**config.mk**
```make
export PLATFORM = sky130hd
export DESIGN_NAME = beam_steering_phase_quantizer_top
export DESIGN_NICKNAME = d
export VERILOG_FILES = /design/src/rtl/core/bsq_pkg.sv /design/src/rtl/core/beam_steering_phase_quantizer_top.sv /design/src/rtl/core/bsq_front.sv /design/src/rtl/core/bsq_queue.sv /design/src/rtl/core/bsq_back.sv
export SDC_FILE = /design/constraint.sdc
export NUM_CORES = 2
export LEC_CHECK = 0
export BUFFER_PORTS_ARGS = -buffer_cell sky130_fd_sc_hd__buf_2
export CORE_AREA = 2 2 304 306
export CTS_CLUSTER_DIAMETER = 50
export DETAILED_ROUTE_END_ITERATION = 8
export DIE_AREA = 0 0 306 308
export HOLD_SLACK_MARGIN = 0.06
export PLACE_DENSITY = 0.75
export SETUP_SLACK_MARGIN = 0.1
export SLEW_MARGIN = 5
export SYNTH_ARGS = -nofsm -noshare
export SYNTH_HDL_FRONTEND = slang
export SYNTH_SLANG_ARGS = --single-unit
```
**constraint.sdc**
```tcl
create_clock -name clk -period 7.2 [get_ports clk]
set_input_delay 0.72 -clock clk [delete_from_list [all_inputs] [get_ports clk]]
set_output_delay 0.72 -clock clk [all_outputs]
set_load 0.1 [all_outputs]
```
**src/rtl/core/bsq_pkg.sv**
```systemverilog
// Package for the beam steering phase quantizer.
// Holds payload structs, queue entry type and register codes; no dependencies.
package bsq_pkg;

  localparam int SPACING_W   = 20;
  localparam int DIR_W       = 16;
  localparam int CFG_IDX_W   = 2;
  localparam int PHASE_W     = 31;
  localparam int MAX_RESULTS = 16;
  localparam int QUEUE_DEPTH = 2;

  localparam logic [SPACING_W-1:0] SPACING_RESET = 20'd32768;
  localparam logic [CFG_IDX_W-1:0] CFG_SPACING_X = 2'd0;
  localparam logic [CFG_IDX_W-1:0] CFG_SPACING_Y = 2'd1;

  localparam logic signed [32:0] UNIT_MAG_SQ = 33'sd1073741824;

  typedef struct packed {
    logic signed [DIR_W-1:0] dir_u;
    logic signed [DIR_W-1:0] dir_v;
  } bsq_in_t;

  typedef struct packed {
    logic [3:0] element_index;
    logic [3:0] phase_code;
    logic       rejected;
    logic       last_element;
  } bsq_out_t;

  typedef struct packed {
    logic signed [DIR_W-1:0] dir_u;
    logic signed [DIR_W-1:0] dir_v;
    logic                    rejected;
  } bsq_cmd_t;

endpackage

```
**src/rtl/core/beam_steering_phase_quantizer_top.sv**
```systemverilog
// Top level of the beam steering phase quantizer: spacing registers, front end,
// command queue and element sequencer. Depends on bsq_pkg, bsq_front, bsq_queue, bsq_back.
//
// Usage:
//   Input: a direction (dir_u, dir_v) is transferred on a rising edge with start high
//   and busy low. busy rises only when the front stage holds a direction and the
//   two-entry command queue is full.
//   Output: each result is on out_data for one cycle with out_valid high; the receiver
//   cannot stall. A direction outside the unit circle gives one rejected result;
//   otherwise min(ARRAY_ROWS*ARRAY_COLS, 16) results in row-major order, last flagged.
//   Path: the first result passes the square stage, the queue, the step multiply and the
//   output register.
//   Throughput: one result per cycle; a direction holds the sequencer until its last result.
//   Bursts of successive directions follow each other without a gap when the next
//   direction is already in the queue.
//   Configuration: cfg_we writes cfg_wdata to register cfg_index (0 column spacing,
//   1 row spacing, unsigned Q4.16); zero writes and unknown indexes are dropped.
//   Write only while idle.
//   Reset: both spacings return to 0.5 wavelength; queue and sequencer empty.
module beam_steering_phase_quantizer_top #(
  parameter int ARRAY_ROWS = 4,
  parameter int ARRAY_COLS = 4
) (
  input  logic                           clk,
  input  logic                           rst_n,
  input  logic                           start,
  output logic                           busy,
  input  bsq_pkg::bsq_in_t               in_data,
  output logic                           out_valid,
  output bsq_pkg::bsq_out_t              out_data,
  input  logic                           cfg_we,
  input  logic [bsq_pkg::CFG_IDX_W-1:0]  cfg_index,
  input  logic [bsq_pkg::SPACING_W-1:0]  cfg_wdata
);
  import bsq_pkg::*;

  logic [SPACING_W-1:0] spacing_x_r, spacing_x_nxt, spacing_y_r, spacing_y_nxt;
  logic                 push, pop, empty, full;
  bsq_cmd_t             push_data, head;

  always_comb begin
    spacing_x_nxt = spacing_x_r;
    spacing_y_nxt = spacing_y_r;
    if (cfg_we && cfg_wdata != '0) begin
      case (cfg_index)
        CFG_SPACING_X: spacing_x_nxt = cfg_wdata;
        CFG_SPACING_Y: spacing_y_nxt = cfg_wdata;
        default: begin
        end
      endcase
    end
  end

  always_ff @(posedge clk) begin
    if (!rst_n) begin
      spacing_x_r <= SPACING_RESET;
      spacing_y_r <= SPACING_RESET;
    end else begin
      spacing_x_r <= spacing_x_nxt;
      spacing_y_r <= spacing_y_nxt;
    end
  end

  bsq_front u_front (
    .clk       (clk),
    .rst_n     (rst_n),
    .start     (start),
    .busy      (busy),
    .in_data   (in_data),
    .full      (full),
    .push      (push),
    .push_data (push_data)
  );

  bsq_queue u_queue (
    .clk       (clk),
    .rst_n     (rst_n),
    .push      (push),
    .push_data (push_data),
    .pop       (pop),
    .head      (head),
    .empty     (empty),
    .full      (full)
  );

  bsq_back #(
    .ARRAY_ROWS (ARRAY_ROWS),
    .ARRAY_COLS (ARRAY_COLS)
  ) u_back (
    .clk       (clk),
    .rst_n     (rst_n),
    .spacing_x (spacing_x_r),
    .spacing_y (spacing_y_r),
    .head      (head),
    .empty     (empty),
    .pop       (pop),
    .out_valid (out_valid),
    .out_data  (out_data)
  );

endmodule

```
**src/rtl/core/bsq_front.sv**
```systemverilog
// Front end: takes directions, squares u and v, classifies against the unit circle.
// Depends on bsq_pkg; pushes classified commands into bsq_queue.
module bsq_front (
  input  logic              clk,
  input  logic              rst_n,
  input  logic              start,
  output logic              busy,
  input  bsq_pkg::bsq_in_t  in_data,
  input  logic              full,
  output logic              push,
  output bsq_pkg::bsq_cmd_t push_data
);
  import bsq_pkg::*;

  logic                    f1_v_r, f1_v_nxt;
  logic signed [DIR_W-1:0] u_r, v_r;
  logic signed [31:0]      uu_r, vv_r;
  logic signed [32:0]      mag_sq;
  logic                    take;

  assign busy   = f1_v_r && full;
  assign take   = start && !busy;
  assign push   = f1_v_r && !full;
  assign mag_sq = 33'(uu_r) + 33'(vv_r);

  assign push_data.dir_u    = u_r;
  assign push_data.dir_v    = v_r;
  assign push_data.rejected = mag_sq > UNIT_MAG_SQ;

  always_comb begin
    f1_v_nxt = f1_v_r;
    if (take) begin
      f1_v_nxt = 1'b1;
    end else if (push) begin
      f1_v_nxt = 1'b0;
    end
  end

  always_ff @(posedge clk) begin
    if (!rst_n) begin
      f1_v_r <= 1'b0;
    end else begin
      f1_v_r <= f1_v_nxt;
    end
  end

  always_ff @(posedge clk) begin
    if (take) begin
      u_r  <= in_data.dir_u;
      v_r  <= in_data.dir_v;
      uu_r <= 32'(in_data.dir_u) * 32'(in_data.dir_u);
      vv_r <= 32'(in_data.dir_v) * 32'(in_data.dir_v);
    end
  end

endmodule

```
**src/rtl/core/bsq_queue.sv**
```systemverilog
// Short command queue between the front end and the element sequencer.
// Depends on bsq_pkg for the command type and depth.
module bsq_queue (
  input  logic              clk,
  input  logic              rst_n,
  input  logic              push,
  input  bsq_pkg::bsq_cmd_t push_data,
  input  logic              pop,
  output bsq_pkg::bsq_cmd_t head,
  output logic              empty,
  output logic              full
);
  import bsq_pkg::*;

  localparam int PTR_W = (QUEUE_DEPTH > 1) ? $clog2(QUEUE_DEPTH) : 1;
  localparam int CNT_W = $clog2(QUEUE_DEPTH + 1);

  bsq_cmd_t         mem_r [QUEUE_DEPTH];
  logic [PTR_W-1:0] wr_ptr_r, wr_ptr_nxt, rd_ptr_r, rd_ptr_nxt;
  logic [CNT_W-1:0] count_r, count_nxt;

  assign empty = count_r == '0;
  assign full  = count_r == CNT_W'(QUEUE_DEPTH);
  assign head  = mem_r[rd_ptr_r];

  always_comb begin
    wr_ptr_nxt = wr_ptr_r;
    rd_ptr_nxt = rd_ptr_r;
    count_nxt  = count_r;
    if (push) begin
      wr_ptr_nxt = (wr_ptr_r == PTR_W'(QUEUE_DEPTH - 1)) ? '0 : wr_ptr_r + 1'b1;
    end
    if (pop) begin
      rd_ptr_nxt = (rd_ptr_r == PTR_W'(QUEUE_DEPTH - 1)) ? '0 : rd_ptr_r + 1'b1;
    end
    if (push && !pop) begin
      count_nxt = count_r + 1'b1;
    end else if (pop && !push) begin
      count_nxt = count_r - 1'b1;
    end
  end

  always_ff @(posedge clk) begin
    if (!rst_n) begin
      wr_ptr_r <= '0;
      rd_ptr_r <= '0;
      count_r  <= '0;
    end else begin
      wr_ptr_r <= wr_ptr_nxt;
      rd_ptr_r <= rd_ptr_nxt;
      count_r  <= count_nxt;
    end
  end

  always_ff @(posedge clk) begin
    if (push) begin
      mem_r[wr_ptr_r] <= push_data;
    end
  end

endmodule

```
**src/rtl/core/bsq_back.sv**
```systemverilog
// Back end: forms spacing-times-direction steps and walks the elements, one per cycle.
// Depends on bsq_pkg; pops commands from bsq_queue.
module bsq_back #(
  parameter int ARRAY_ROWS = 4,
  parameter int ARRAY_COLS = 4
) (
  input  logic                           clk,
  input  logic                           rst_n,
  input  logic [bsq_pkg::SPACING_W-1:0]  spacing_x,
  input  logic [bsq_pkg::SPACING_W-1:0]  spacing_y,
  input  bsq_pkg::bsq_cmd_t              head,
  input  logic                           empty,
  output logic                           pop,
  output logic                           out_valid,
  output bsq_pkg::bsq_out_t              out_data
);
  import bsq_pkg::*;

  localparam int ELEMS = ARRAY_ROWS * ARRAY_COLS;
  localparam int TOTAL = (ELEMS > MAX_RESULTS) ? MAX_RESULTS : ELEMS;
  localparam int COL_W = (ARRAY_COLS > 1) ? $clog2(ARRAY_COLS) : 1;

  logic                     act_r, act_nxt;
  logic                     rej_r, rej_nxt;
  logic [3:0]               elem_r, elem_nxt;
  logic [COL_W-1:0]         col_r, col_nxt;
  logic [PHASE_W-1:0]       col_acc_r, col_acc_nxt, row_acc_r, row_acc_nxt;
  logic [PHASE_W-1:0]       sxu_r, syv_r, phase;
  logic signed [36:0]       sxu_full, syv_full;
  logic                     last;
  logic                     out_valid_r;
  bsq_out_t                 out_data_r, out_data_nxt;

  assign sxu_full = 37'($signed({1'b0, spacing_x})) * 37'(head.dir_u);
  assign syv_full = 37'($signed({1'b0, spacing_y})) * 37'(head.dir_v);

  assign last  = rej_r || (elem_r == 4'(TOTAL - 1));
  assign pop   = !empty && (!act_r || last);
  assign phase = PHASE_W'(0) - (col_acc_r + row_acc_r);

  always_comb begin
    out_data_nxt.element_index = rej_r ? 4'd0 : elem_r;
    out_data_nxt.phase_code    = rej_r ? 4'd0 : phase[PHASE_W-1 -: 4];
    out_data_nxt.rejected      = rej_r;
    out_data_nxt.last_element  = last;
  end

  always_comb begin
    act_nxt     = act_r;
    rej_nxt     = rej_r;
    elem_nxt    = elem_r;
    col_nxt     = col_r;
    col_acc_nxt = col_acc_r;
    row_acc_nxt = row_acc_r;
    if (pop) begin
      act_nxt     = 1'b1;
      rej_nxt     = head.rejected;
      elem_nxt    = '0;
      col_nxt     = '0;
      col_acc_nxt = '0;
      row_acc_nxt = '0;
    end else if (act_r && last) begin
      act_nxt = 1'b0;
    end else if (act_r) begin
      elem_nxt = elem_r + 1'b1;
      if (col_r == COL_W'(ARRAY_COLS - 1)) begin
        col_nxt     = '0;
        col_acc_nxt = '0;
        row_acc_nxt = row_acc_r + syv_r;
      end else begin
        col_nxt     = col_r + 1'b1;
        col_acc_nxt = col_acc_r + sxu_r;
      end
    end
  end

  always_ff @(posedge clk) begin
    if (!rst_n) begin
      act_r       <= 1'b0;
      out_valid_r <= 1'b0;
    end else begin
      act_r       <= act_nxt;
      out_valid_r <= act_r;
    end
  end

  always_ff @(posedge clk) begin
    rej_r      <= rej_nxt;
    elem_r     <= elem_nxt;
    col_r      <= col_nxt;
    col_acc_r  <= col_acc_nxt;
    row_acc_r  <= row_acc_nxt;
    out_data_r <= out_data_nxt;
    if (pop) begin
      sxu_r <= sxu_full[PHASE_W-1:0];
      syv_r <= syv_full[PHASE_W-1:0];
    end
  end

  assign out_valid = out_valid_r;
  assign out_data  = out_data_r;

  a_rej_single: assert property (@(posedge clk) disable iff (!rst_n)
    out_valid && out_data.rejected |-> out_data.last_element && out_data.element_index == 4'd0)
    else $error("rejected result is not a single last result");

  a_burst: assert property (@(posedge clk) disable iff (!rst_n)
    out_valid && !out_data.last_element |=> out_valid)
    else $error("gap inside an element burst");

  a_index_step: assert property (@(posedge clk) disable iff (!rst_n)
    out_valid && !out_data.last_element |=>
      out_data.element_index == $past(out_data.element_index) + 4'd1)
    else $error("element index did not advance by one");

endmodule
```
Word level (Yosys, flattened, before mapping)
Memories as Yosys holds them, arrays and structs flattened. A register that Yosys moved wholly into a read port is not among the register bits.
Cells that the tools add are included.
Widths: inputs -> output; s select.
{"block": "totals", "ff_bits": 284, "mem_bits_rw": 66, "in_bits": 58, "output_inout_bits": 12, "elab_cells": 85, "mem_count": 1}
{"memory": "u_queue.mem_r", "depth": 2, "word_bits": 33, "read_ports": 1, "rd_ports_with_merged_regs": 1, "write_ports": 1, "line": "bsq_queue.sv:18", "text": "bsq_cmd_t mem_r [QUEUE_DEPTH];"}
{"block": "op_classes", "add_sub_neg": 11, "mul": 4, "order_cmp": 1, "n_eq_ne": 4, "mux": 14, "bitwise_logic": 1, "reduce_logical": 26}
{"operator": "$add 31x31->31", "count": 3}
{"operator": "$mul 16x16->32", "count": 2}
{"operator": "$mul 21x16->31", "count": 2}
{"operator": "$add 32x32->33", "count": 1}
{"operator": "$gt 33x32->1 const B", "count": 1}
{"operator": "$mux 31", "count": 1}
{"operator": "$sub 1x31->31 const A", "count": 1}
{"operator": "$reduce_bool 20->1", "count": 1}
{"operator": "$mux 1", "count": 10}
{"operator": "$logic_and 1x1->1", "count": 8}
{"operator": "$logic_not 1->1", "count": 6}
{"operator": "$mux 2", "count": 3}
{"operator": "$reduce_and 2->1", "count": 3}
{"operator": "$reduce_bool 2->1", "count": 3}
{"operator": "$add 2x1->2 const B", "count": 2}
{"operator": "$add 4x1->4 const B", "count": 1}
{"operator": "$eq 2x2->1 const B", "count": 2}
{"operator": "$eq 4x4->1 const B", "count": 1}
{"operator": "$logic_not 2->1", "count": 2}
{"operator": "$reduce_and 3->1", "count": 1}
{"operator": "$add 1x1->1 const B", "count": 2}
{"operator": "$eq 2x1->1 const B", "count": 1}
{"operator": "$logic_or 1x1->1", "count": 2}
{"operator": "$sub 2x1->2 const B", "count": 1}
{"operator": "$not 1->1", "count": 1}

Depth between registers and ports, before layout
{"block": "logic_depth", "word_depth": 7, "ltp_mapped": 29, "mapped_depth_nobuf": 26}

Modules after synthesis
From an unflattened synthesis, not the netlist that was laid out.
{"block": "hier_totals", "cells_unflattened": 5721, "hier_area_um2": 54436.0}
{"module": "bsq_back", "instances": 1, "cells_each": 3148, "area_per_inst_um2": 28095.7}
{"module": "bsq_front", "instances": 1, "cells_each": 2284, "area_per_inst_um2": 22117.5}
{"module": "bsq_queue", "instances": 1, "cells_each": 125, "area_per_inst_um2": 2592.5}
{"module": "beam_steering_phase_quantizer_top", "instances": 1, "cells_each": 164, "area_per_inst_um2": 1630.3}

Least setup slack after synthesis
Ideal clock, no wire load.
{"block": "synth_timing", "path_type": "reg2reg", "start": "reg with a tool-made name", "end": "reg u_back.syv_r[29] (data pin)", "setup_time_ns": 0.258, "arrival_time_ns": 7.333, "required_time_ns": 6.942, "setup_slack_ns": -0.390, "path_stages_with_launch": 29, "path_buffers": 4, "synth_period_minus_slack_ns": 7.590, "cell_sequence": "dfxtp_1 > clkbuf_1 > buf_1 > clkbuf_1 > mux2_2 > clkbuf_1 > and2_1 > fa_1 > inv_1 > fa_1 > fa_1 > inv_1 > fa_1 > fa_1 > inv_1 > fa_1 > inv_1 > ha_1 > a21o_1 > a21o_1 > a21oi_1 > o32ai_1 > o31a_1 > nor2_1 > a21oi_1 > o41ai_1 > o2111ai_1 > a21oi_1 > xnor2_1"}
{"item": "to (signal assigned)", "line": "bsq_back.sv:96", "text": "syv_r <= syv_full[PHASE_W-1:0];"}
{"item": "to (decl)", "line": "bsq_back.sv:28", "text": "logic [PHASE_W-1:0] sxu_r, syv_r, phase;"}

==> metrics.md <==
| Metric | Value |
|---|---|
| Initial Util | 59.7% |
| Pre-CTS setup slack | -64.0 ps |
| DRC Markers | 0 |
| Final wirelength | 121000 um |
| WP data arrival | about 7000 ps |
| Netlist Area Pre-Place | 54300 sq um |
| CTS H-tree depth | 2 |
| Gpl congestion | 0.933 |
| Kind of critical path | register to register |
| RSZ-0062 raised after global routing | no |
| Sequential share of the synthesized area | 16.9% |
| M1 WL | 47700 um |
| Wire per inst | 17.3 um |
| Vias in the first global route | about 41000 |
| Worst Path Required | 7550 ps |
| Skew-Pair Late Insertion Delay | a little under 600 ps |
| Filler cell count in the final layout | 7385 |
| Final hold vios | 0 |
| IO Pins | 70 |
| Final Skew | 16.4 ps |
| CP Max Fanout | 15 |
| Worst min-delay path class | input pin to register |
| Status | finished, final reports clean |
| Buffer depth of the longest clock path | 3 |
| Syn Nets | 7218 |
| Final core occ | between 60% and 70% |
| Yosys Warn Count | 0 |
| Syn Inst Count | 5681 |
| First-pass GRT wire length | 202000 um |
| Slew headroom | 27.6% |
| Final min period | 6840 ps |
| 1st-iter DRT viols | 2107 |
| Yosys cell types | 77 |
| Share of cells above drive strength 1 | 6.49% |
| Fmax | 0.146 GHz |
| Largest net degree at the start of global routing | 75 |
| Post-DRT Antenna Nets | 0 |
| Total core area | roughly 91000 sq um |
| Worst-Margin Slew | 1080 ps |
| Horiz. Die Dim | 306 um |
| Post-route setup slack | 359 ps |
| CTS tree | yes |
| Vert. Die Dim | 308 um |
| Max Transition Viols Final | 0 |
| # nets final | 7308 |
| Post-detail-place hpwl | 99400 um |
| Die area | ~94000 sq um |
| Root Buffer | clkbuf_16 |
| Total track usage | 26.8% |
| Vias per inst | about 5.4 |
| Fin crit share | 95.0% |
| Metal2 WL | 62200 um |
| Seq cells post-synth | 347 |
| Cell row count | 111 |
| Vias | 38100 |
| Post-synth EDFFs | 221 |
| Gr ovfl total | 0 |
| Wire length on met3 | ~6800 um |
| Initial antenna violation count | 13 |
| Average cell area after synthesis | 9.55 sq um |
| Clock sink count | 347 |
| Port-buffer cells | slightly below 70 |
| Top routing layer used | met5 |
| Ys async rst share | 0% |
| Drt pass-1 iters | 5 |
| Critical path endpoint category | register |
| Max-Cap Viols | 0 |
| Synth Flop Type | edfxtp_1 |
| CTS Buf Count | 48 |
| Finish-stage setup viols | 0 |
| CTS clk-pin slew, worst paths | around 60 ps |
| Setup crit start kind | register |
| Area grow syn2layout | 7.64% |
| Hold buffers post-CTS | 0 |
==> flip-flops by register name (all words and copies together), names as in the netlist, 20 cells and up, named ones only <==
| name | flops |
|---|---|
| spacing_x_r | 20 |
| u_front.vv_r | 31 |
| u_front.uu_r | 31 |
| u_queue.mem_r | 66 |
| u_back.col_acc_r | 31 |
| spacing_y_r | 20 |
| u_back.sxu_r | 31 |
| u_back.syv_r | 31 |
| u_back.row_acc_r | 31 |
==> layout make-up <==
type / count / area [sq um] / share of cell area (%)
antenna: 5 / 12.5 / 0.0214
clock buffer: 54 / 1250 / 2.15
clock inverter: 35 / 357 / 0.610
inverter: 1344 / 5040 / 8.63
multi-input combinational: 3815 / 39600 / 67.8
sequential: 347 / 9160 / 15.7
tap: 1186 / 1480 / 2.54
timing repair buffer: 215 / 1480 / 2.53
==> cells in the mapped netlist, types with 13 or more instances <==
cell	instances	area, sq um
o21a_1	34	255
fa_1	967	19400
nor2_1	178	668
a211oi_1	18	135
or3_1	13	81.3
xor2_1	58	508
nand2_1	590	2210
nor3_1	41	205
nor2b_1	110	688
and3_1	17	106
nand2b_1	33	206
edfxtp_1	221	6640
nor4_1	13	81.3
nand4_1	19	119
dfxtp_1	126	2520
xnor2_1	150	1310
mux2_2	31	349
clkbuf_1	171	642
o31ai_1	14	105
a21o_1	91	683
o21bai_1	27	203
inv_1	1344	5040
mux2i_1	48	480
and2_1	355	2220
nand3_1	35	175
or2_2	20	125
ha_1	512	6410
a21oi_1	157	786
o21ai_0	129	646
==> stage by stage <==
stage	cells	TNS (ps)	hold WS, ps	area, sq um
floorplan	5681	0	346	54300
global route	6997	0	342	58400
global placement	6896	0	422	56500
CTS	6985	0	329	58100
detailed placement	6896	-64.0	430	56500
finish	7001	0	363	58400
==> layer usage <==
| layer | global-route usage [%] | up-vias |
|---|---|---|
| li1 | - | 17700 |
| met1 | 32.7 | 19100 |
| met2 | 48.4 | 928 |
| met3 | 3.57 | 288 |
| met4 | 9.99 | 8 |
| met5 | 0 | - |
==> worst max-delay path, stage by stage, from the launching register on <==
cell and delay [ps]:
dfxtp_1 360, buf_12 160, buf_4 120, mux2_4 380
and2_1 200, fa_1 480, inv_1 50, fa_1 470
fa_1 510, inv_1 60, fa_1 500, fa_1 500
inv_1 50, fa_1 470, inv_1 40, ha_1 280
a21o_1 180, a21o_1 180, a21oi_2 170, o32ai_1 120
o31a_1 280, nor2_2 150, a21oi_2 100, o41ai_4 360
o2111ai_1 170, a21oi_1 190, xnor2_1 80
==> worst paths after layout <==
| path | from | slack [ps] | endpoint | cells past startpoint |
|---|---|---|---|---|
| worst max-delay path | register | 360 | u_back.syv_r[29] | 26 |
| worst min-delay path | in_data[28] | 360 | u_front.u_r[12] | 1 |
| worst max register to register | register | 360 | u_back.syv_r[29] | 26 |
| worst min register to register | u_front.v_r[14] | 450 | u_queue.mem_r[0][15] | 0 |
==> placed cells by master, fill, tap and decap left out, drive strengths merged, types with 7 or more instances in the layout <==
cell,instances
a211oi,19
a21o,91
a21oi,157
a22o,7
a31oi,11
and2,355
and3,17
buf,215
clkbuf,54
clkinv,18
dfxtp,126
edfxtp,221
fa,967
ha,512
inv,1356
mux2,33
mux2i,48
nand2,590
nand2b,33
nand3,35
nand3b,7
nand4,19
nor2,178
nor2b,110
nor3,41
nor4,14
o211ai,9
o21a,35
o21ai,136
o21bai,27
o31ai,14
or2,20
or3,13
or4,8
xnor2,150
xor2,58
==> cells by family (layout without fill, tap and decap cells) <==
family | after synthesis | in the layout | share of synthesized area [%]
mux | 80 | 81 | 1.55
simple gates | 1456 | 1456 | 13.2
xor+xnor | 208 | 208 | 3.36
flops | 347 | 347 | 16.9
fa+ha+maj | 1479 | 1479 | 47.5
other cells | 0 | 5 | 0
compound gates | 591 | 591 | 7.06
buf+inv | 1520 | 1648 | 10.5
==> repair_timing <==
| item | 4_1_cts | 5_1_grt |
|---|---|---|
| resized for setup | 0 | 47 |
| gates cloned | 0 | 1 |
| setup endpoints to repair | 1 | 12 |
| pin swaps | 1 | 2 |
| setup buffers | 0 | 10 |
Power is not shown: default switching activity piles up to over one toggle a cycle in this logic, so the estimate is an artifact.
